==> config.mk <==
export PLATFORM = sky130hd
export DESIGN_NAME = stepper_axis_angle_controller
export DESIGN_NICKNAME = d
export VERILOG_FILES = /design/src/hw/rtl/sac_pkg.sv /design/src/hw/rtl/stepper_axis_angle_controller.sv
export SDC_FILE = /design/constraint.sdc
export NUM_CORES = 1
export LEC_CHECK = 0
export ABC_AREA = 1
export BUFFER_PORTS_ARGS = -buffer_cell sky130_fd_sc_hd__buf_4
export CELL_PAD_IN_SITES_DETAIL_PLACEMENT = 0
export CELL_PAD_IN_SITES_GLOBAL_PLACEMENT = 1
export CORE_ASPECT_RATIO = 2
export CORE_UTILIZATION = 30
export CTS_BUF_LIST = sky130_fd_sc_hd__clkbuf_16
export DETAILED_ROUTE_END_ITERATION = 8
export PLACE_DENSITY = 0.66
export SYNTH_ARGS = -nofsm -noshare
export SYNTH_HDL_FRONTEND = slang
export SYNTH_SLANG_ARGS = --single-unit
==> constraint.sdc <==
create_clock -name clk -period 27.7 [get_ports clk]
set_input_delay 0 -clock clk [delete_from_list [all_inputs] [get_ports clk]]
set_output_delay 0 -clock clk [all_outputs]
set_load 0.02 [all_outputs]
==> src/hw/rtl/sac_pkg.sv <==
// Types, constants and coil tables shared by the stepper axis angle controller.
package sac_pkg;

  localparam int ANGLE_BITS      = 9;
  localparam int STEP_COUNT_BITS = 13;

  localparam int TARGET_BITS     = 9;
  localparam int SPR_BITS        = 13;
  localparam int MAX_ANGLE_BITS  = 9;
  localparam int COIL_BITS       = 4;
  localparam int STEPS_LEFT_BITS = 13;
  localparam int PHASE_BITS      = 2;

  localparam int CFG_INDEX_BITS  = 2;
  localparam int CFG_DATA_BITS   = 13;

  localparam logic [CFG_INDEX_BITS-1:0] CFG_STEPS_PER_REV = 2'd0;
  localparam logic [CFG_INDEX_BITS-1:0] CFG_MAX_ANGLE     = 2'd1;
  localparam logic [CFG_INDEX_BITS-1:0] CFG_DRIVE_PATTERN = 2'd2;

  localparam logic [SPR_BITS-1:0]       SPR_RESET       = SPR_BITS'(400);
  localparam logic [MAX_ANGLE_BITS-1:0] MAX_ANGLE_RESET = MAX_ANGLE_BITS'(360);

  localparam logic FUNC_SET_TARGET = 1'b0;
  localparam logic FUNC_TICK       = 1'b1;

  localparam logic PATTERN_FULL_STEP = 1'b0;
  localparam logic PATTERN_WAVE      = 1'b1;

  // Step count: floor(diff * steps_per_rev / 360) = floor((product >> 3) / 45)
  localparam int DEG_PER_REV   = 360;
  localparam int ODD_DIVISOR   = DEG_PER_REV / 8;
  localparam int PROD_BITS     = ANGLE_BITS + SPR_BITS;
  localparam int Y_BITS        = PROD_BITS - 3;
  localparam int RECIP_SHIFT   = Y_BITS + 6;
  localparam int RECIP_BITS    = RECIP_SHIFT - 5;
  localparam int WIDE_BITS     = Y_BITS + RECIP_BITS;
  localparam int QUOT_BITS     = PROD_BITS - 8;
  localparam int CMP_BITS      = (QUOT_BITS > STEP_COUNT_BITS) ? QUOT_BITS : STEP_COUNT_BITS;
  localparam longint unsigned RECIP_VALUE =
    ((longint'(1) << RECIP_SHIFT) + longint'(ODD_DIVISOR - 1)) / longint'(ODD_DIVISOR);
  localparam logic [RECIP_BITS-1:0] RECIP = RECIP_BITS'(RECIP_VALUE);

  localparam logic [COIL_BITS-1:0] FULL_STEP_TABLE [4] = '{4'h5, 4'h6, 4'hA, 4'h9};
  localparam logic [COIL_BITS-1:0] WAVE_TABLE      [4] = '{4'h1, 4'h2, 4'h4, 4'h8};

  typedef struct packed {
    logic                   func;
    logic [TARGET_BITS-1:0] target_angle;
    logic                   home_sensed;
  } sac_cmd_t;

  typedef struct packed {
    logic [COIL_BITS-1:0]       coil_drive;
    logic                       stepped;
    logic [STEPS_LEFT_BITS-1:0] steps_left;
    logic                       turning_clockwise;
  } sac_res_t;

endpackage

==> src/hw/rtl/stepper_axis_angle_controller.sv <==
// Stepper axis angle controller: target-to-step conversion and coil phase sequencing.
// An input register and a result register part the channels; each item passes both in turn.
// Throughput: one item per cycle while the result register is not stalled by res_ready.
// Each item does one multiply and one reciprocal constant divide between the two registers.
// Reset (rst, synchronous): registers to their reset values, no pending steps, coils off,
// clockwise, homing disarmed, both stages empty.
module stepper_axis_angle_controller (
  input  logic                                clk,
  input  logic                                rst,
  input  logic                                cmd_valid,
  output logic                                cmd_ready,
  input  sac_pkg::sac_cmd_t                   cmd,
  output logic                                res_valid,
  input  logic                                res_ready,
  output sac_pkg::sac_res_t                   res,
  input  logic                                cfg_we,
  input  logic [sac_pkg::CFG_INDEX_BITS-1:0]  cfg_index,
  input  logic [sac_pkg::CFG_DATA_BITS-1:0]   cfg_data
);

  logic [sac_pkg::SPR_BITS-1:0]        steps_per_rev;
  logic [sac_pkg::MAX_ANGLE_BITS-1:0]  max_angle;
  logic                                drive_pattern;

  logic [sac_pkg::STEP_COUNT_BITS-1:0] remaining_steps;
  logic [sac_pkg::ANGLE_BITS-1:0]      current_angle;
  logic                                clockwise;
  logic                                home_armed;
  logic [sac_pkg::PHASE_BITS-1:0]      phase;
  logic [sac_pkg::COIL_BITS-1:0]       coil_latch;

  logic [sac_pkg::STEP_COUNT_BITS-1:0] remaining_steps_next;
  logic [sac_pkg::ANGLE_BITS-1:0]      current_angle_next;
  logic                                clockwise_next;
  logic                                home_armed_next;
  logic [sac_pkg::PHASE_BITS-1:0]      phase_next;
  logic [sac_pkg::COIL_BITS-1:0]       coil_latch_next;
  logic                                stepped_next;

  logic                                s1_valid;
  sac_pkg::sac_cmd_t                   s1;
  logic                                advance;

  logic [sac_pkg::ANGLE_BITS-1:0]      target;
  logic [sac_pkg::ANGLE_BITS-1:0]      diff;
  logic                                set_clockwise;
  logic [sac_pkg::PROD_BITS-1:0]       product;
  logic [sac_pkg::Y_BITS-1:0]          product_div8;
  logic [sac_pkg::WIDE_BITS-1:0]       recip_product;
  logic [sac_pkg::QUOT_BITS-1:0]       quotient;
  logic [sac_pkg::STEP_COUNT_BITS-1:0] step_count;
  logic [sac_pkg::PHASE_BITS-1:0]      row;

  assign advance   = s1_valid && (!res_valid || res_ready);
  assign cmd_ready = !s1_valid || advance;

  // Step count for a set-angle item
  always_comb begin
    target = sac_pkg::ANGLE_BITS'(s1.target_angle);
    if (current_angle < target) begin
      diff          = target - current_angle;
      set_clockwise = 1'b0;
    end else begin
      diff          = current_angle - target;
      set_clockwise = 1'b1;
    end
    product       = sac_pkg::PROD_BITS'(diff) * sac_pkg::PROD_BITS'(steps_per_rev);
    product_div8  = product[sac_pkg::PROD_BITS-1:3];
    recip_product = sac_pkg::WIDE_BITS'(product_div8) * sac_pkg::WIDE_BITS'(sac_pkg::RECIP);
    quotient      = sac_pkg::QUOT_BITS'(recip_product >> sac_pkg::RECIP_SHIFT);
    if (sac_pkg::CMP_BITS'(quotient) >
        sac_pkg::CMP_BITS'({sac_pkg::STEP_COUNT_BITS{1'b1}})) begin
      step_count = '1;
    end else begin
      step_count = sac_pkg::STEP_COUNT_BITS'(quotient);
    end
  end

  // Next state for the item in the input register
  always_comb begin
    remaining_steps_next = remaining_steps;
    current_angle_next   = current_angle;
    clockwise_next       = clockwise;
    home_armed_next      = home_armed;
    phase_next           = phase;
    coil_latch_next      = coil_latch;
    stepped_next         = 1'b0;
    row                  = phase;
    case (s1.func)
      sac_pkg::FUNC_SET_TARGET: begin
        if (s1.target_angle == '0) begin
          home_armed_next = 1'b1;
        end
        if (s1.target_angle <= max_angle) begin
          clockwise_next       = set_clockwise;
          remaining_steps_next = step_count;
          current_angle_next   = target;
        end
      end
      sac_pkg::FUNC_TICK: begin
        if (remaining_steps != '0) begin
          remaining_steps_next = remaining_steps - 1'b1;
          phase_next           = phase + 1'b1;
          row                  = clockwise ? phase_next : 2'(2'd0 - phase_next);
          coil_latch_next      = (drive_pattern == sac_pkg::PATTERN_WAVE) ?
                                 sac_pkg::WAVE_TABLE[row] : sac_pkg::FULL_STEP_TABLE[row];
          stepped_next         = 1'b1;
        end
        if (s1.home_sensed && home_armed) begin
          remaining_steps_next = '0;
          home_armed_next      = 1'b0;
        end
      end
      default: begin
        remaining_steps_next = remaining_steps;
      end
    endcase
  end

  always_ff @(posedge clk) begin
    if (rst) begin
      steps_per_rev <= sac_pkg::SPR_RESET;
      max_angle     <= sac_pkg::MAX_ANGLE_RESET;
      drive_pattern <= sac_pkg::PATTERN_FULL_STEP;
    end else if (cfg_we) begin
      case (cfg_index)
        sac_pkg::CFG_STEPS_PER_REV: steps_per_rev <= cfg_data[sac_pkg::SPR_BITS-1:0];
        sac_pkg::CFG_MAX_ANGLE:     max_angle     <= cfg_data[sac_pkg::MAX_ANGLE_BITS-1:0];
        sac_pkg::CFG_DRIVE_PATTERN: drive_pattern <= cfg_data[0];
        default:                    drive_pattern <= drive_pattern;
      endcase
    end
  end

  always_ff @(posedge clk) begin
    if (rst) begin
      s1_valid        <= 1'b0;
      res_valid       <= 1'b0;
      remaining_steps <= '0;
      current_angle   <= '0;
      clockwise       <= 1'b1;
      home_armed      <= 1'b0;
      phase           <= '0;
      coil_latch      <= '0;
    end else begin
      if (cmd_ready) begin
        s1_valid <= cmd_valid;
      end
      if (advance) begin
        res_valid       <= 1'b1;
        remaining_steps <= remaining_steps_next;
        current_angle   <= current_angle_next;
        clockwise       <= clockwise_next;
        home_armed      <= home_armed_next;
        phase           <= phase_next;
        coil_latch      <= coil_latch_next;
      end else if (res_ready) begin
        res_valid <= 1'b0;
      end
    end
  end

  always_ff @(posedge clk) begin
    if (cmd_valid && cmd_ready) begin
      s1 <= cmd;
    end
    if (advance) begin
      res.coil_drive        <= coil_latch_next;
      res.stepped           <= stepped_next;
      res.steps_left        <= sac_pkg::STEPS_LEFT_BITS'(remaining_steps_next);
      res.turning_clockwise <= clockwise_next;
    end
  end

`ifndef SYNTH
  a_step_drives_coils: assert property (@(posedge clk) disable iff (rst)
    res_valid && res.stepped |-> res.coil_drive != '0)
    else $error("step reported with all coils off");

  a_tick_counts_down: assert property (@(posedge clk) disable iff (rst)
    advance && s1.func == sac_pkg::FUNC_TICK && remaining_steps != '0 &&
    !(s1.home_sensed && home_armed)
    |=> remaining_steps == $past(remaining_steps) - 1'b1)
    else $error("tick did not spend exactly one step");

  a_home_clears: assert property (@(posedge clk) disable iff (rst)
    advance && s1.func == sac_pkg::FUNC_TICK && s1.home_sensed && home_armed
    |=> remaining_steps == '0 && !home_armed)
    else $error("home not honoured while armed");

  a_stall_holds_item: assert property (@(posedge clk) disable iff (rst)
    s1_valid && !advance |=> s1_valid && $stable(s1))
    else $error("stalled item lost from input register");
`endif

endmodule
Yosys cells after proc, flatten, opt, wreduce, memory -nomap -nowiden
Index checks and enable logic that the tools add are counted.
{"block": "word_totals", "ff_bits": 85, "latchBits": 0, "ramBits": 0, "romBits": 0, "in_bits": 31, "out_inout_bits": 21, "n_memories": 0}
{"block": "op_classes", "n_addsub": 5, "multipliers": 2, "div": 0, "n_lt_le_gt_ge": 4, "eq_ne": 4, "n_shift": 0, "mux": 25, "n_bitwise": 2, "n_reduce_logical": 17}
{"op": "$mux W13", "n": 4}
{"op": "$mul A19 B20 Y39 const B", "n": 1}
{"op": "$mux W4", "n": 7}
{"op": "$pmux W13 S2", "n": 1}
{"op": "$mul A9 B13 Y22", "n": 1}
{"op": "$sub A9 B9 Y9", "n": 2}
{"op": "$bmux W4 S2", "n": 2}
{"op": "$gt A14 B13 Y1 const B", "n": 1}
{"op": "$reduce_bool A13 Y1", "n": 1}
{"op": "$sub A13 B1 Y13 const B", "n": 1}
{"op": "$le A9 B9 Y1", "n": 1}
{"op": "$logic_not A9 Y1", "n": 1}
{"op": "$lt A9 B9 Y1", "n": 1}
{"op": "$mux W9", "n": 1}
{"op": "$reduce_and A3 Y1", "n": 3}
{"op": "$mux W1", "n": 8}
{"op": "$reduce_and A2 Y1", "n": 3}
{"op": "$ge A3 B3 Y1 const B", "n": 1}
{"op": "$logic_and A1 B1 Y1", "n": 3}
{"op": "$not A2 Y3", "n": 1}
{"op": "$add A2 B1 Y2 const B", "n": 1}
{"op": "$eq A2 B1 Y1 const B", "n": 1}
{"op": "$eq A2 B2 Y1 const B", "n": 1}
{"op": "$logic_not A1 Y1", "n": 2}
{"op": "9 further kinds", "n": 10}

Longest topological paths before layout
{"block": "depth", "ltp_word": 10, "ltp_mapped": 66, "ltp_nobuf": 63}

Worst setup path after synthesis
No wires, ideal clock.
{"block": "synth_timing", "path_kind": "register to register", "start": "register s1, in the netlist target[2]", "end": "register res[1] (netlist bit) (data pin)", "setup_time_ps": 257, "arrival_ps": 10267, "required_ps": 27443, "setup_slack_ps": 17176, "stages_incl_launch_ff": 60, "path_buffers": 4, "synth_period_minus_slack_ps": 10524, "cell_sequence": "edfxtp_1 -> ha_1 -> buf_6 -> a21oi_2 -> and2_4 -> o21ai_2 -> nand2_1 -> nand2_1 -> a21o_1 -> a21o_1 -> buf_6 -> inv_6 -> nand2_1 -> nand2_1 -> buf_4 -> nor2_1 -> fa_1 -> inv_1 -> (+24 left out) -> fa_1 -> fa_1 -> fa_1 -> inv_1 -> ha_1 -> a21oi_1 -> o21ai_0 -> a21oi_1 -> nand2_1 -> nand2_1 -> nand3_1 -> inv_1 -> nand2_2 -> nand2_4 -> buf_12 -> nand3_2 -> nand2_1 -> nand2_1"}
{"block": "synth_via", "elab_chain_cells": 8, "word_cells_on_any_way": 11}
{"element": "from (decl)", "line_no": "stepper_axis_angle_controller.sv:41", "text": "sac_pkg::sac_cmd_t s1;"}
{"element": "from (signal assigned)", "line_no": "stepper_axis_angle_controller.sv:165", "text": "s1 <= cmd;"}
{"element": "$sub A9 B9 Y9, or another cell as far along", "line_no": "stepper_axis_angle_controller.sv:64", "text": "diff = current_angle - target;"}
{"element": "$mux W9", "line_no": "stepper_axis_angle_controller.sv:60", "text": "if (current_angle < target) begin"}
{"element": "$mul A9 B13 Y22", "line_no": "stepper_axis_angle_controller.sv:67", "text": "product = sac_pkg::PROD_BITS'(diff) * sac_pkg::PROD_BITS'(steps_per_rev);"}
{"element": "$mul A19 B20 Y39", "line_no": "stepper_axis_angle_controller.sv:69", "text": "recip_product = sac_pkg::WIDE_BITS'(product_div8) * sac_pkg::WIDE_BITS'(sac_pkg::RECIP);"}
{"element": "$gt A14 B13 Y1", "line_no": "stepper_axis_angle_controller.sv:71", "text": "if (sac_pkg::CMP_BITS'(quotient) >"}
{"element": "$mux W13", "line_no": "stepper_axis_angle_controller.sv:71"}
{"element": "$mux W13 *", "line_no": "stepper_axis_angle_controller.sv:94", "text": "if (s1.target_angle <= max_angle) begin"}
{"element": "$pmux W13 S2 *", "line_no": "stepper_axis_angle_controller.sv:89", "text": "case (s1.func)"}
{"element": "named net remaining_steps_next (one bit)", "line_no": "stepper_axis_angle_controller.sv:32", "text": "logic [sac_pkg::STEP_COUNT_BITS-1:0] remaining_steps_next;"}
{"element": "to (decl)", "line_no": "stepper_axis_angle_controller.sv:15", "text": "output sac_pkg::sac_res_t res,"}
The timed path passes the listed nets; every way through them passes the cells marked *.
A chain may end at the register's enable or synchronous reset.

Final worst setup path
{"block": "layout_timing", "start": "register s1, in the netlist target[2]", "end": "register res[13] (netlist bit) (data pin)"}
Same word-level chain as after synthesis.

==> flow_summary.toml <==
[outcome]
status = "finished clean"

[worst_setup_path]
startpoint_type = "flip-flop"
required_ns = 27.82
path_delay_family = "adder cells"
r2r_setup_slack_ns = 15.62
crit_fanout = 13
criticalPathCategory = "flip-flop to flip-flop"
cp_num_buf_inv = 10
critPathArrivalTime_ns = 12.20
r2r_start = "target[2]"
cp_slowest_stage_delay_ns = 0.60
worstRegToRegCells = 55
r2r-end = "res[13]"
crit_start = "target[2]"
crit_path_end_kind = "flip-flop"
crit_path_top_delay_cell = "fa_1"
cp_common_cell = "nand2_1"

[clock_tree]
clkSinkCount = 85
cts_made_buffers = 9
insertion_delay_ns = 0.36
ctsHtreeMaxLevel = 3
path_clk_slew_ns = 0.08
cts_tree = "built"
cts_root_buf = "clkbuf_16"
cts_resized = 0
clk_path_buf_depth = 2

[worst_hold_path]
holdPathStages = 4
worstHoldStart = "cfg_index[0]"
holdCritPathClass = "input port to flip-flop"
worstHoldEndpoint = "drive_pattern"

[floorplan]
pin_count = 52
die_h_um = 322.4
die_area_sq_um = 52290
start_util = 0.3031
core_area_sq_um = 50800
row_count = 117
die_w_um = 162.2

[timing]
finalHoldWorstSlack_ns = 0.01838
fin_worst_skew_ns = 0.01798
timing.slew.headroom = 0.2468
grt_setup_unrepaired = "no"
fin_crit_sh = 0.4362
maxSlewViolCount = 0
setup_tns_ns = 0
fmax_ghz = 0.08277
final-setup-viol-count = 0
hold_viol_final = 0
min_period_ns = 12.08
worstMarginPinSlew_ns = 1.126

[routing]
vias = 12583
avgRoutedWirePerCell_um = 17.80
drt_drc_violations_left = 0
wl_um = 48360
initialDrtViolationCount = 447
drtAntennaViolNets = 0
first_pass_iters = 5
via_per_inst = 4.633

[synthesis]
syn_area_sq_um = 15400
synth_area_leader_cell = "fa_1"
netlist_instances = 1992
ys_types = 46
ys_ff_latch = 85
synthArstFlopShare = 0
synth-main-ff-cell = "dfxtp_1"
synthTopCellsByArea = "fa_1 (26%), ha_1 (18%), inv_1 (13%)"
synth.top_cell.area_share = 0.2639
synth_edf_count = 30
ys_warn_count = 0
synth_common_cells = "inv_1 (515), nand2_1 (350), ha_1 (222)"
seq_area_frac_synth = 0.1300
synth_nets = 2448
avgSynthCellArea_sq_um = 7.730
synth.most_common_cell = "inv_1"

[run]
maxCapViolations = 0

[placed_design]
place.gp.congestion = 0.9600
place_hpwl_um = 43590
port_buffers = 51
dpl.cell_count = 2672

[global_route]
grt_pass1_vias = 13880
overflow = 0
grt_max_degree = 35
grtUsageTotal = 0.1924
antenna_found_initial = 0
grt_pass1_wl_um = 74730

[final_layout]
fin_cells = 2716
final_nets = 2513
fillers = 5372
area_growth_syn_to_layout_pct = 10.43
final_util = 0.3348
diodes = 0
drive_above_1_share = 0.05868
## sequential cells by signal, summed over array words and instances, names as in the netlist
register and count:
s1 2, current_angle 9, res_valid 1, max_angle 9, clockwise 1, remaining_steps 13, phase 2, home_armed 1
target 9, coil_latch 4, s1_valid 1, res 19, drive_pattern 1, steps_per_rev 13
## worst max path at each step
stage / endpoint / slack [ns] / depth (start not counted)
2_1_floorplan: res[1] / 17.18 / 59
3_3_place_gp: res[13] / 15.78 / 54
3_5_place_dp: res[13] / 15.61 / 55
4_1_cts: res[13] / 15.62 / 55
5_1_grt: remaining_steps[2] / 14.65 / 57
6_report: res[13] / 15.62 / 55
## cells in the final DEF (no fill, tap or decap), types with 2 or more instances in the layout
cell type | synthesis | layout
a21o_1 | 8 | 8
dlygate4sd3_1 | 0 | 28
nor4_1 | 7 | 7
o21ai_2 | 4 | 4
a21oi_1 | 124 | 124
or2_2 | 4 | 4
nor2_2 | 2 | 2
dfxtp_1 | 55 | 55
o211ai_1 | 8 | 8
nand4_1 | 6 | 6
inv_6 | 1 | 3
inv_1 | 515 | 516
a31oi_1 | 3 | 3
clkbuf_16 | 0 | 9
buf_4 | 7 | 56
nand2_4 | 3 | 3
o21ai_0 | 71 | 71
o31ai_1 | 2 | 2
ha_1 | 222 | 222
edfxtp_1 | 30 | 30
nand3b_1 | 5 | 5
nand2_1 | 350 | 350
o21bai_1 | 10 | 10
o21a_1 | 3 | 3
xnor2_1 | 11 | 11
o21ai_1 | 4 | 4
nor3_1 | 9 | 9
o2111ai_1 | 2 | 2
inv_2 | 3 | 3
nand3_1 | 57 | 57
nor2_1 | 177 | 177
nand2_2 | 19 | 19
fa_1 | 203 | 203
nand3_2 | 9 | 9
xor2_1 | 26 | 26
## cells by family (layout without fill, tap and decap cells)
family,Yosys count,count (layout),synth area share
buffers and inverters,549,619,0.1389
and+or+nand+nor,653,653,0.1790
xor gates and xnor gates,37,37,0.02104
AOI/OAI and AO/OA,243,243,0.08670
adders and majority gates,425,425,0.4443
DFF,85,85,0.1300
## layout make-up
class / count / area [sq um] / share of cell area
Tap cell: 654 / 818.3 / 0.04812
Sequential cell: 85 / 2002 / 0.1177
Multi-Input combinational cell: 1358 / 11260 / 0.6620
Timing Repair Buffer: 84 / 700.7 / 0.04120
Inverter: 519 / 1953 / 0.1149
Clock inverter: 7 / 48.80 / 0.002870
Clock buffer: 9 / 225.2 / 0.01324
## through the flow
stage | setup slack [ns] | cell area [sq um]
global placement | 15.78 | 16450
detailed placement | 15.61 | 16450
floorplan | 17.18 | 15400
finish | 15.62 | 17010
CTS | 15.62 | 17010
global route | 14.65 | 17010
## tightest hold or removal path: cells and delay by family
family          cells  cell delay, ns
simple gates        1            0.11
buf+inv             2            0.13
compound gates      1            0.08
## per-layer routing
layer  up-vias  GRT usage  wire length, um
met2       209     0.4133            29370
met5         -          0                0
met4         0     0.1392             3762
li1       6210          -                -
met1      6044     0.1562            14650
met3       120    0.01106              575
## timing repair
item                                    in CTS  in global routing
hold buffers                                28                  0
buffers inserted                             0                  0
hold endpoints to repair                    33                  0
endpoints found under the setup margin       0                  0
Power is left out: the tool's default activity adds up to more than one toggle a clock period on the data nets, which glitch-free logic cannot reach.
